$ cat src/hdl/ces_pkg.sv
package ces_pkg;

	// Operation kind, carried on the input tuser.
	typedef enum logic [2:0] {
		KIND_SKIP,
		KIND_ADD,
		KIND_SUB,
		KIND_MUL,
		KIND_DIV,
		KIND_BR,
		KIND_BLT,
		KIND_BZ
	} kind_t;

	// Control mode, carried in the lowest bits of the input tdata.
	typedef enum logic [1:0] {
		MODE_PLAIN,
		MODE_IMM,
		MODE_REL,
		MODE_HALT
	} mode_t;

	typedef enum logic [2:0] {
		ST_IDLE,
		ST_LOAD,
		ST_EXEC,
		ST_ITER,
		ST_SIGN,
		ST_DONE
	} state_t;

	localparam int KIND_W     = 3;
	localparam int IDX_W      = 4;
	localparam int FIELD_W    = 32;
	localparam int IN_DATA_W  = 80;
	localparam int OUT_DATA_W = 72;

endpackage

$ cat src/hdl/ces_ram.sv
module ces_ram #(
	parameter int WIDTH = 32,
	parameter int DEPTH = 16
) (
	input  logic                     clk,
	input  logic                     we,
	input  logic [$clog2(DEPTH)-1:0] waddr,
	input  logic [WIDTH-1:0]         wdata,
	input  logic                     re,
	input  logic [$clog2(DEPTH)-1:0] raddr,
	output logic [WIDTH-1:0]         rdata
);

	logic [WIDTH-1:0] mem_q [DEPTH];

	always_ff @(posedge clk) begin
		if (we) begin
			mem_q[waddr] <= wdata;
		end
		if (re) begin
			rdata <= mem_q[raddr];
		end
	end

endmodule

$ cat src/hdl/cpu_execute_stage.sv
// Execute stage of a small processor, holding its own register file.
// Input channel (s_axis_*): one item is one decoded instruction. The operation
// kind travels on tuser; the mode, register numbers, immediate and PC travel
// on tdata. Output channel (m_axis_*): one item per instruction, giving the
// register write, the PC write, the halt flag and the divide-by-zero status.
// The register file sits in two copies of a synchronous RAM (one read port
// each); a valid bit per register makes a never-written register read zero.
// Add, sub, branches and skip pass from acceptance to the loading of the
// result item through operand read and latch, execute and commit. Multiply
// and divide (but for a divide by zero) also run through one shared
// shift-and-add / restoring divide unit that retires one bit per cycle,
// then a result step that sets the quotient's sign, before commit. One item
// is in flight at a time; the next item can be accepted in the cycle after
// the previous result is loaded.
// The result register decouples the sides: a finished item may wait there
// while the next instruction is accepted and executed. If the receiver still
// holds off when that next instruction finishes, the block waits in its
// commit state and writes neither the register file nor the output.
// Reset clears all valid bits (the whole file reads zero) and the control
// state at once; no clearing pass is needed.
module cpu_execute_stage #(
	parameter int NUM_REGS  = 16,
	parameter int WORD_BITS = 32
) (
	input  logic                             clk,
	input  logic                             arst_n,
	// Instruction items.
	input  logic                             s_axis_tvalid,
	output logic                             s_axis_tready,
	// tdata, lowest bit up: control_mode[1:0], dst_index[5:2],
	// src1_index[9:6], src2_index[13:10], immediate[45:14],
	// current_pc[77:46], zero fill[79:78].
	input  logic [ces_pkg::IN_DATA_W-1:0]    s_axis_tdata,
	// tuser: kind[2:0].
	input  logic [ces_pkg::KIND_W-1:0]       s_axis_tuser,
	// Result items.
	output logic                             m_axis_tvalid,
	input  logic                             m_axis_tready,
	// tdata, lowest bit up: reg_write[0], write_index[4:1],
	// write_data[36:5], pc_write[37], new_pc[69:38], halt[70], status[71].
	output logic [ces_pkg::OUT_DATA_W-1:0]   m_axis_tdata
);

	localparam int RIDX_W = $clog2(NUM_REGS);
	localparam int CNT_W  = $clog2(WORD_BITS);

	// Register numbers are taken modulo the file size; the index field is
	// only four bits, so this is a small constant table.
	function automatic logic [RIDX_W-1:0] reg_sel(input logic [ces_pkg::IDX_W-1:0] idx);
		logic [RIDX_W-1:0] r;
		r = '0;
		for (int i = 0; i < 16; i++) begin
			if (idx == ces_pkg::IDX_W'(i)) begin
				r = RIDX_W'(i % NUM_REGS);
			end
		end
		return r;
	endfunction

	ces_pkg::state_t state_q, state_d;

	// Item fields held for the duration of the instruction.
	ces_pkg::kind_t     kind_q;
	ces_pkg::mode_t     mode_q;
	logic [RIDX_W-1:0]  dst_q;
	logic [WORD_BITS-1:0] imm_q, pc_q;
	logic               vld1_q, vld2_q;

	// Operands and execute results.
	logic [WORD_BITS-1:0] a_q, b_q, opnd_q;
	logic [WORD_BITS-1:0] res_q, npc_q;
	logic               wr_q, pw_q, st_q, neg_q;

	// Execute decode.
	logic [WORD_BITS-1:0] br_target, exe_res, exe_npc, exe_x, exe_y;
	logic                 exe_wr, exe_pw, exe_st;

	// Shared multiply / divide unit.
	logic [WORD_BITS-1:0] acc_q, x_q, y_q;
	logic [CNT_W-1:0]     cnt_q;
	logic [WORD_BITS-1:0] acc_d, x_d, y_d;
	logic [WORD_BITS:0]   rem_sh, rem_diff;
	logic                 rem_ge;

	// Output register.
	logic                 out_vld_q, out_rw_q, out_pw_q, out_halt_q, out_st_q;
	logic [ces_pkg::IDX_W-1:0]   out_wi_q;
	logic [ces_pkg::FIELD_W-1:0] out_wd_q, out_npc_q;

	// Register file.
	logic [NUM_REGS-1:0]  valid_q;
	logic [WORD_BITS-1:0] rd1, rd2;
	logic                 accept, out_free, out_load, ram_we;

	logic [ces_pkg::IDX_W-1:0] src1_idx, src2_idx, dst_idx;
	logic [RIDX_W-1:0]         src1_sel, src2_sel;

	assign src1_idx = s_axis_tdata[9:6];
	assign src2_idx = s_axis_tdata[13:10];
	assign dst_idx  = s_axis_tdata[5:2];
	assign src1_sel = reg_sel(src1_idx);
	assign src2_sel = reg_sel(src2_idx);

	assign accept   = s_axis_tvalid && s_axis_tready;
	assign out_free = !out_vld_q || m_axis_tready;

	ces_ram #(.WIDTH(WORD_BITS), .DEPTH(NUM_REGS)) u_ram_a (
		.clk   (clk),
		.we    (ram_we),
		.waddr (dst_q),
		.wdata (res_q),
		.re    (accept),
		.raddr (src1_sel),
		.rdata (rd1)
	);

	ces_ram #(.WIDTH(WORD_BITS), .DEPTH(NUM_REGS)) u_ram_b (
		.clk   (clk),
		.we    (ram_we),
		.waddr (dst_q),
		.wdata (res_q),
		.re    (accept),
		.raddr (src2_sel),
		.rdata (rd2)
	);

	// One step of the shared unit: a multiply adds the shifted multiplicand
	// under the low multiplier bit; a divide shifts in the next dividend bit
	// and subtracts the divisor when it fits.
	always_comb begin
		rem_sh   = {acc_q, x_q[WORD_BITS-1]};
		rem_diff = rem_sh - {1'b0, y_q};
		rem_ge   = !rem_diff[WORD_BITS];
		if (kind_q == ces_pkg::KIND_DIV) begin
			acc_d = rem_ge ? rem_diff[WORD_BITS-1:0] : rem_sh[WORD_BITS-1:0];
			x_d   = {x_q[WORD_BITS-2:0], rem_ge};
			y_d   = y_q;
		end else begin
			acc_d = acc_q + (y_q[0] ? x_q : '0);
			x_d   = {x_q[WORD_BITS-2:0], 1'b0};
			y_d   = {1'b0, y_q[WORD_BITS-1:1]};
		end
	end

	// Execute decode for the instruction in the operand registers. Branch
	// targets are absolute unless the mode asks for a PC-relative target.
	always_comb begin
		br_target = (mode_q == ces_pkg::MODE_REL) ? pc_q + imm_q - WORD_BITS'(1) : imm_q;
		exe_wr    = 1'b0;
		exe_pw    = 1'b0;
		exe_st    = 1'b0;
		exe_npc   = pc_q;
		exe_res   = '0;
		exe_x     = a_q;
		exe_y     = opnd_q;
		case (kind_q)
			ces_pkg::KIND_ADD: begin
				exe_res = a_q + opnd_q;
				exe_wr  = 1'b1;
			end
			ces_pkg::KIND_SUB: begin
				exe_res = a_q - opnd_q;
				exe_wr  = 1'b1;
			end
			ces_pkg::KIND_MUL: exe_wr = 1'b1;
			ces_pkg::KIND_DIV: begin
				exe_x  = a_q[WORD_BITS-1] ? -a_q : a_q;
				exe_y  = opnd_q[WORD_BITS-1] ? -opnd_q : opnd_q;
				exe_wr = (opnd_q != '0);
				exe_st = (opnd_q == '0);
			end
			ces_pkg::KIND_BR: begin
				exe_pw  = 1'b1;
				exe_npc = br_target;
			end
			ces_pkg::KIND_BLT: begin
				exe_pw = 1'b1;
				if ($signed(a_q) < $signed(b_q)) begin
					exe_npc = br_target;
				end
			end
			ces_pkg::KIND_BZ: begin
				exe_pw = 1'b1;
				if (a_q == '0) begin
					exe_npc = br_target;
				end
			end
			default: exe_wr = 1'b0;
		endcase
	end

	// Next state.
	always_comb begin
		state_d = state_q;
		unique case (state_q)
			ces_pkg::ST_IDLE: begin
				if (s_axis_tvalid) begin
					state_d = ces_pkg::ST_LOAD;
				end
			end
			ces_pkg::ST_LOAD: state_d = ces_pkg::ST_EXEC;
			ces_pkg::ST_EXEC: begin
				if (kind_q == ces_pkg::KIND_MUL ||
				    (kind_q == ces_pkg::KIND_DIV && opnd_q != '0)) begin
					state_d = ces_pkg::ST_ITER;
				end else begin
					state_d = ces_pkg::ST_DONE;
				end
			end
			ces_pkg::ST_ITER: begin
				if (cnt_q == '0) begin
					state_d = ces_pkg::ST_SIGN;
				end
			end
			ces_pkg::ST_SIGN: state_d = ces_pkg::ST_DONE;
			ces_pkg::ST_DONE: begin
				if (out_free) begin
					state_d = ces_pkg::ST_IDLE;
				end
			end
			default: state_d = ces_pkg::ST_IDLE;
		endcase
	end

	// Control outputs.
	always_comb begin
		s_axis_tready = 1'b0;
		out_load      = 1'b0;
		unique case (state_q)
			ces_pkg::ST_IDLE: s_axis_tready = 1'b1;
			ces_pkg::ST_DONE: out_load = out_free;
			ces_pkg::ST_LOAD, ces_pkg::ST_EXEC, ces_pkg::ST_ITER,
			ces_pkg::ST_SIGN: out_load = 1'b0;
			default: s_axis_tready = 1'b0;
		endcase
	end

	assign ram_we = out_load && wr_q;

	always_ff @(posedge clk or negedge arst_n) begin
		if (!arst_n) begin
			state_q   <= ces_pkg::ST_IDLE;
			valid_q   <= '0;
			out_vld_q <= 1'b0;
		end else begin
			state_q <= state_d;
			if (ram_we) begin
				valid_q[dst_q] <= 1'b1;
			end
			if (out_load) begin
				out_vld_q <= 1'b1;
			end else if (m_axis_tready) begin
				out_vld_q <= 1'b0;
			end
		end
	end

	// Datapath registers.
	always_ff @(posedge clk) begin
		if (accept) begin
			kind_q <= ces_pkg::kind_t'(s_axis_tuser);
			mode_q <= ces_pkg::mode_t'(s_axis_tdata[1:0]);
			dst_q  <= reg_sel(dst_idx);
			imm_q  <= WORD_BITS'($signed(s_axis_tdata[45:14]));
			pc_q   <= WORD_BITS'($signed(s_axis_tdata[77:46]));
			vld1_q <= valid_q[src1_sel];
			vld2_q <= valid_q[src2_sel];
		end

		if (state_q == ces_pkg::ST_LOAD) begin
			a_q    <= vld1_q ? rd1 : '0;
			b_q    <= vld2_q ? rd2 : '0;
			opnd_q <= (mode_q == ces_pkg::MODE_IMM) ? imm_q : (vld2_q ? rd2 : '0);
		end

		if (state_q == ces_pkg::ST_EXEC) begin
			wr_q  <= exe_wr;
			pw_q  <= exe_pw;
			st_q  <= exe_st;
			npc_q <= exe_npc;
			res_q <= exe_res;
			neg_q <= a_q[WORD_BITS-1] ^ opnd_q[WORD_BITS-1];
			acc_q <= '0;
			cnt_q <= CNT_W'(WORD_BITS - 1);
			x_q   <= exe_x;
			y_q   <= exe_y;
		end

		if (state_q == ces_pkg::ST_ITER) begin
			acc_q <= acc_d;
			x_q   <= x_d;
			y_q   <= y_d;
			cnt_q <= cnt_q - CNT_W'(1);
		end

		// The quotient of magnitudes takes the sign of the operands; the
		// most negative value divided by minus one wraps back to itself.
		if (state_q == ces_pkg::ST_SIGN) begin
			if (kind_q == ces_pkg::KIND_DIV) begin
				res_q <= neg_q ? -x_q : x_q;
			end else begin
				res_q <= acc_q;
			end
		end

		if (out_load) begin
			out_rw_q   <= wr_q;
			out_wi_q   <= wr_q ? ces_pkg::IDX_W'(dst_q) : '0;
			out_wd_q   <= wr_q ? ces_pkg::FIELD_W'(res_q) : '0;
			out_pw_q   <= pw_q;
			out_npc_q  <= ces_pkg::FIELD_W'(npc_q);
			out_halt_q <= (mode_q == ces_pkg::MODE_HALT);
			out_st_q   <= st_q;
		end
	end

	assign m_axis_tvalid = out_vld_q;
	assign m_axis_tdata  = {out_st_q, out_halt_q, out_npc_q, out_pw_q,
	                        out_wd_q, out_wi_q, out_rw_q};

	// Only multiply and divide may occupy the iterative unit.
	a_iter_kind: assert property (@(posedge clk) disable iff (!arst_n)
		(state_q == ces_pkg::ST_ITER) |->
		(kind_q == ces_pkg::KIND_MUL || kind_q == ces_pkg::KIND_DIV))
		else $error("iterative unit busy with a kind that does not use it");

	// A register write marks its entry valid for later reads.
	a_valid_set: assert property (@(posedge clk) disable iff (!arst_n)
		ram_we |=> valid_q[$past(dst_q)])
		else $error("written register not marked valid");

	// A divide by zero never reports a register write.
	a_div_zero: assert property (@(posedge clk) disable iff (!arst_n)
		(m_axis_tvalid && out_st_q) |-> !out_rw_q)
		else $error("divide by zero reported with a register write");

	// One instruction at a time: no acceptance right after an acceptance.
	a_one_item: assert property (@(posedge clk) disable iff (!arst_n)
		accept |=> !s_axis_tready)
		else $error("second item accepted while one is in flight");

endmodule
$ cat config.mk
export PLATFORM = sky130hd
export DESIGN_NAME = cpu_execute_stage
export DESIGN_NICKNAME = d
export VERILOG_FILES = /design/src/hdl/ces_pkg.sv /design/src/hdl/ces_ram.sv /design/src/hdl/cpu_execute_stage.sv
export SDC_FILE = /design/constraint.sdc
export NUM_CORES = 2
export LEC_CHECK = 0
export ABC_AREA = 0
export BUFFER_PORTS_ARGS = -buffer_cell sky130_fd_sc_hd__buf_2
export CORE_MARGIN = 2
export CORE_UTILIZATION = 49
export DETAILED_ROUTE_END_ITERATION = 6
export PLACE_DENSITY = 0.72
export SLEW_MARGIN = 20
export SYNTH_ARGS = -nofsm -noshare
export SYNTH_HDL_FRONTEND = slang
export SYNTH_SLANG_ARGS = --single-unit
$ cat constraint.sdc
create_clock -name clk -period 12.2 [get_ports clk]
set_clock_uncertainty 0.1 [all_clocks]
set_input_delay 0.61 -clock clk [delete_from_list [all_inputs] [get_ports clk]]
set_output_delay 0.61 -clock clk [all_outputs]
set_load 0.005 [all_outputs]
==> impl_metrics.tcl <==
set metrics [dict create \
    status "complete, but fails checks" \
    violations "design-rule violations" \
    syn-num-nets 3940 \
    cts_setup_buffers 0 \
    critical_path.top_delay_family "simple AND/OR/NAND/NOR gates" \
    numPortBuffers 158 \
    p_leak_nw 20.91 \
    grt_pass1_wl_um 203200 \
    layout.nets 4146 \
    drc 4 \
    critical-path-max-stage-delay_ns 0.47 \
    synthCells 3657 \
    crit_top_cell "a21o_1" \
    synth-seq-cells 1008 \
    synth_top_area_share_pct 56.90 \
    maxCapViolations 0 \
    synthFlopType "edfxtp_1" \
    synthTopCellsByCount "edfxtp_1 (988), mux4_2 (330), inv_1 (239), nand2_1 (207), nor2_1 (193)" \
    antenna_found_initial 9 \
    chipWidth_um 330.2 \
    initial_core_util_pct 49.46 \
    cp-end-kind "register" \
    fin_area_um2 58660 \
    routed.top_layer "met5" \
    cts_tree "done" \
    synth_top_cell_by_area "edfxtp_1" \
    crit_slowest_cell "or3_1" \
    relSlewSlack_pct 28.31 \
    ys_top_cells_by_area "edfxtp_1 (57%), mux4_2 (14%), ha_1 (4.6%)" \
    r2r-end "res_q[31]" \
    multi_input_area_um2 20570 \
    grt_pass1_vias 32240 \
    dr_wl_met3_um 12150 \
    cts_repair_resize_count 0 \
    wl_met2_um 64760 \
    drive_gt1_share_pct 20.08 \
    wl_um 136400 \
    place_congestion 0.9214 \
    routed_via_density 6.147 \
    power_mw 12.90 \
    worstHoldEndpoint "imm_q[28]" \
    min_from "s_axis_tdata[42]" \
    drtPass1Iterations 7 \
    met1_length_um 54780 \
    dp_hpwl_um 85430 \
    power.ir.vdd_worst_uv 141.5 \
    synth_seq_area_share_pct 57.86 \
    fillers 8282 \
    hp-class "primary input to register" \
    coreArea_um2 105400 \
    instances_no_fill 5339 \
    arrival_ns 5.62 \
    finalHoldViolCount 0 \
    crit_chain "inv_1 -> ha_1 -> nor3b_1 -> nand2_1 -> or2_2 -> or3_1 -> or2_2 -> nand2_1 -> xor2_1 -> ha_1 -> a21o_1 -> a21oi_1 -> o21ai_0 -> a21o_1 -> a21o_1 -> o41a_1 -> a31oi_1 -> xnor2_1 -> o21ai_0" \
    r2r_start "opnd_q[0]" \
    overflow 0 \
    clock.fmax_mhz 188.6 \
    avgRoutedWirePerCell_um 25.54 \
    yosys_warnings 0 \
    slew_viol_final 0 \
    worst_pin_slew_ns 1.075 \
    dp_cells 5077 \
    rr_worst_depth 19 \
    cp.buffers_inverters 1 \
    rsz0062_at_grt "false" \
    rrSetupSlack_ns 6.90 \
    die-area_um2 109000 \
    clock_latency_ns 0.70 \
    placed_area_um2 54550 \
    syn_area_um2 52140 \
    utilization_pct 55.64 \
    clkSinkCount 1008 \
    cts-root-buf "clkbuf_16" \
    area_delta_synth_final_pct 12.50 \
    synth_cell_types 74 \
    setup_violations 0 \
    ios 161 \
    worstSetupPathType "register to register" \
    yosysMostFrequentCell "edfxtp_1" \
    drt_iter0_drc 4000 \
    required_ns 12.51 \
    clockBufferDepth 3 \
    min_period_ns 5.302 \
    htree_levels 3 \
    worstHoldPathCells 1 \
    syn_avg_cell_area_um2 14.26 \
    regArea_um2 30170 \
    fp-row-count 119 \
    cp_max_fo 5 \
    grt_max_degree 108 \
    startpoint_type "register" \
    ant_nets 0 \
    ys_async_sr_fraction_pct 1.984 \
    vias 32820 \
    grt_usage_pct 25.11 \
    clk_pin_slew_worst_paths_ns 0.06 \
    power.density_nw_per_um2 219.9 \
    cts-buffers-inserted 103 \
    fin_tns_setup_ns 0 \
    synth_edf_count 988 \
    holdBufCountCts 70 \
    die_h_um 330.2 \
    period_share_pct 43.46 \
]
how the worst max path moves through the flow:
stage	from	end	slack, ns	cells after the start
after floorplan	state_q[0]	a_q[0]	3.78	2
after global placement	opnd_q[0]	res_q[31]	7.03	20
after detailed placement	opnd_q[0]	res_q[31]	6.97	19
after CTS	opnd_q[0]	res_q[31]	6.96	19
after global routing	y_q[0]	acc_q[31]	6.51	13
final	opnd_q[0]	res_q[31]	6.90	19
cells by family after synthesis:
family	share of synthesized area, %
AOI/OAI and AO/OA	7.595
xor gates and xnor gates	3.847
adders and majority gates	4.761
buffers and inverters	3.026
DFF	57.86
muxes	15.53
and+or+nand+nor	7.379
stage by stage:
| step | hold slack [ns] | worst slack [ns] |
|---|---|---|
| 2_1_floorplan | 0.2144 | 3.779 |
| 3_3_place_gp | 0.3022 | 7.027 |
| 3_5_place_dp | 0.3045 | 6.969 |
| 4_1_cts | 0.003391 | 6.964 |
| 5_1_grt | 0.01432 | 6.513 |
| 6_report | 0.05112 | 6.898 |
metal layers:
layer | up-vias | global-route usage, %
li1 | 14490 | -
met2 | 1690 | 39.83
met4 | 2 | 8.666
met3 | 260 | 3.855
met5 | - | 0
met1 | 16380 | 35.63
report_power, final:
| group | switching, mW | internal, mW | leakage [nW] | total (mW) |
|---|---|---|---|---|
| combinational | 2.43 | 1.72 | 9.93 | 4.15 |
| clock | 1.37 | 1.79 | 1.64 | 3.17 |
| sequential | 0.741 | 4.84 | 9.33 | 5.58 |
| total | 4.55 | 8.35 | 20.9 | 12.9 |
flip-flops by register name, indices dropped and copies added, names as in the netlist, 2 cells and up:
register / flops
u_ram_b.mem_q: 480
a_q: 32
acc_q: 32
b_q: 32
imm_q: 32
npc_q: 32
opnd_q: 32
out_npc_q: 32
out_wd_q: 32
pc_q: 32
res_q: 32
u_ram_a.mem_q: 32
u_ram_a.rdata: 32
u_ram_b.rdata: 32
x_q: 32
y_q: 32
valid_q: 16
cnt_q: 5
dst_q: 4
out_wi_q: 4
kind_q: 3
state_q: 3
mode_q: 2
cell usage in the layout (no fill, tap or decap), drive strengths merged, types with 50 or more instances in the layout:
cell type and count:
a21o 52, buf 204, dlygate4sd3 71, and2 141
mux4 330, nor3 50, clkbuf 121, a21oi 168
nand2 207, nor2 193, xnor2 123, o21ai 179
ha 192, edfxtp 988, xor2 106, inv 243
worst reg2reg max path: cells and delay by family (launching register included):
| family | cells | cell delay, ns |
|---|---|---|
| DFF | 1 | 0.42 |
| xor gates and xnor gates | 2 | 0.30 |
| and+or+nand+nor | 6 | 1.88 |
| adders and majority gates | 2 | 0.48 |
| AOI/OAI and AO/OA | 8 | 1.75 |
| buffers and inverters | 1 | 0.12 |
area by class of cell:
type | count | area share [%]
antenna | 3 | 0.01280
clock inverter | 68 | 1.186
inverter | 239 | 1.529
clock buffer | 119 | 4.569
tap | 1391 | 2.967
timing repair buffer | 277 | 3.238
multi-input combinational | 2234 | 35.06
sequential | 1008 | 51.43
No activity file was read; power rests on OpenSTA's default activity.
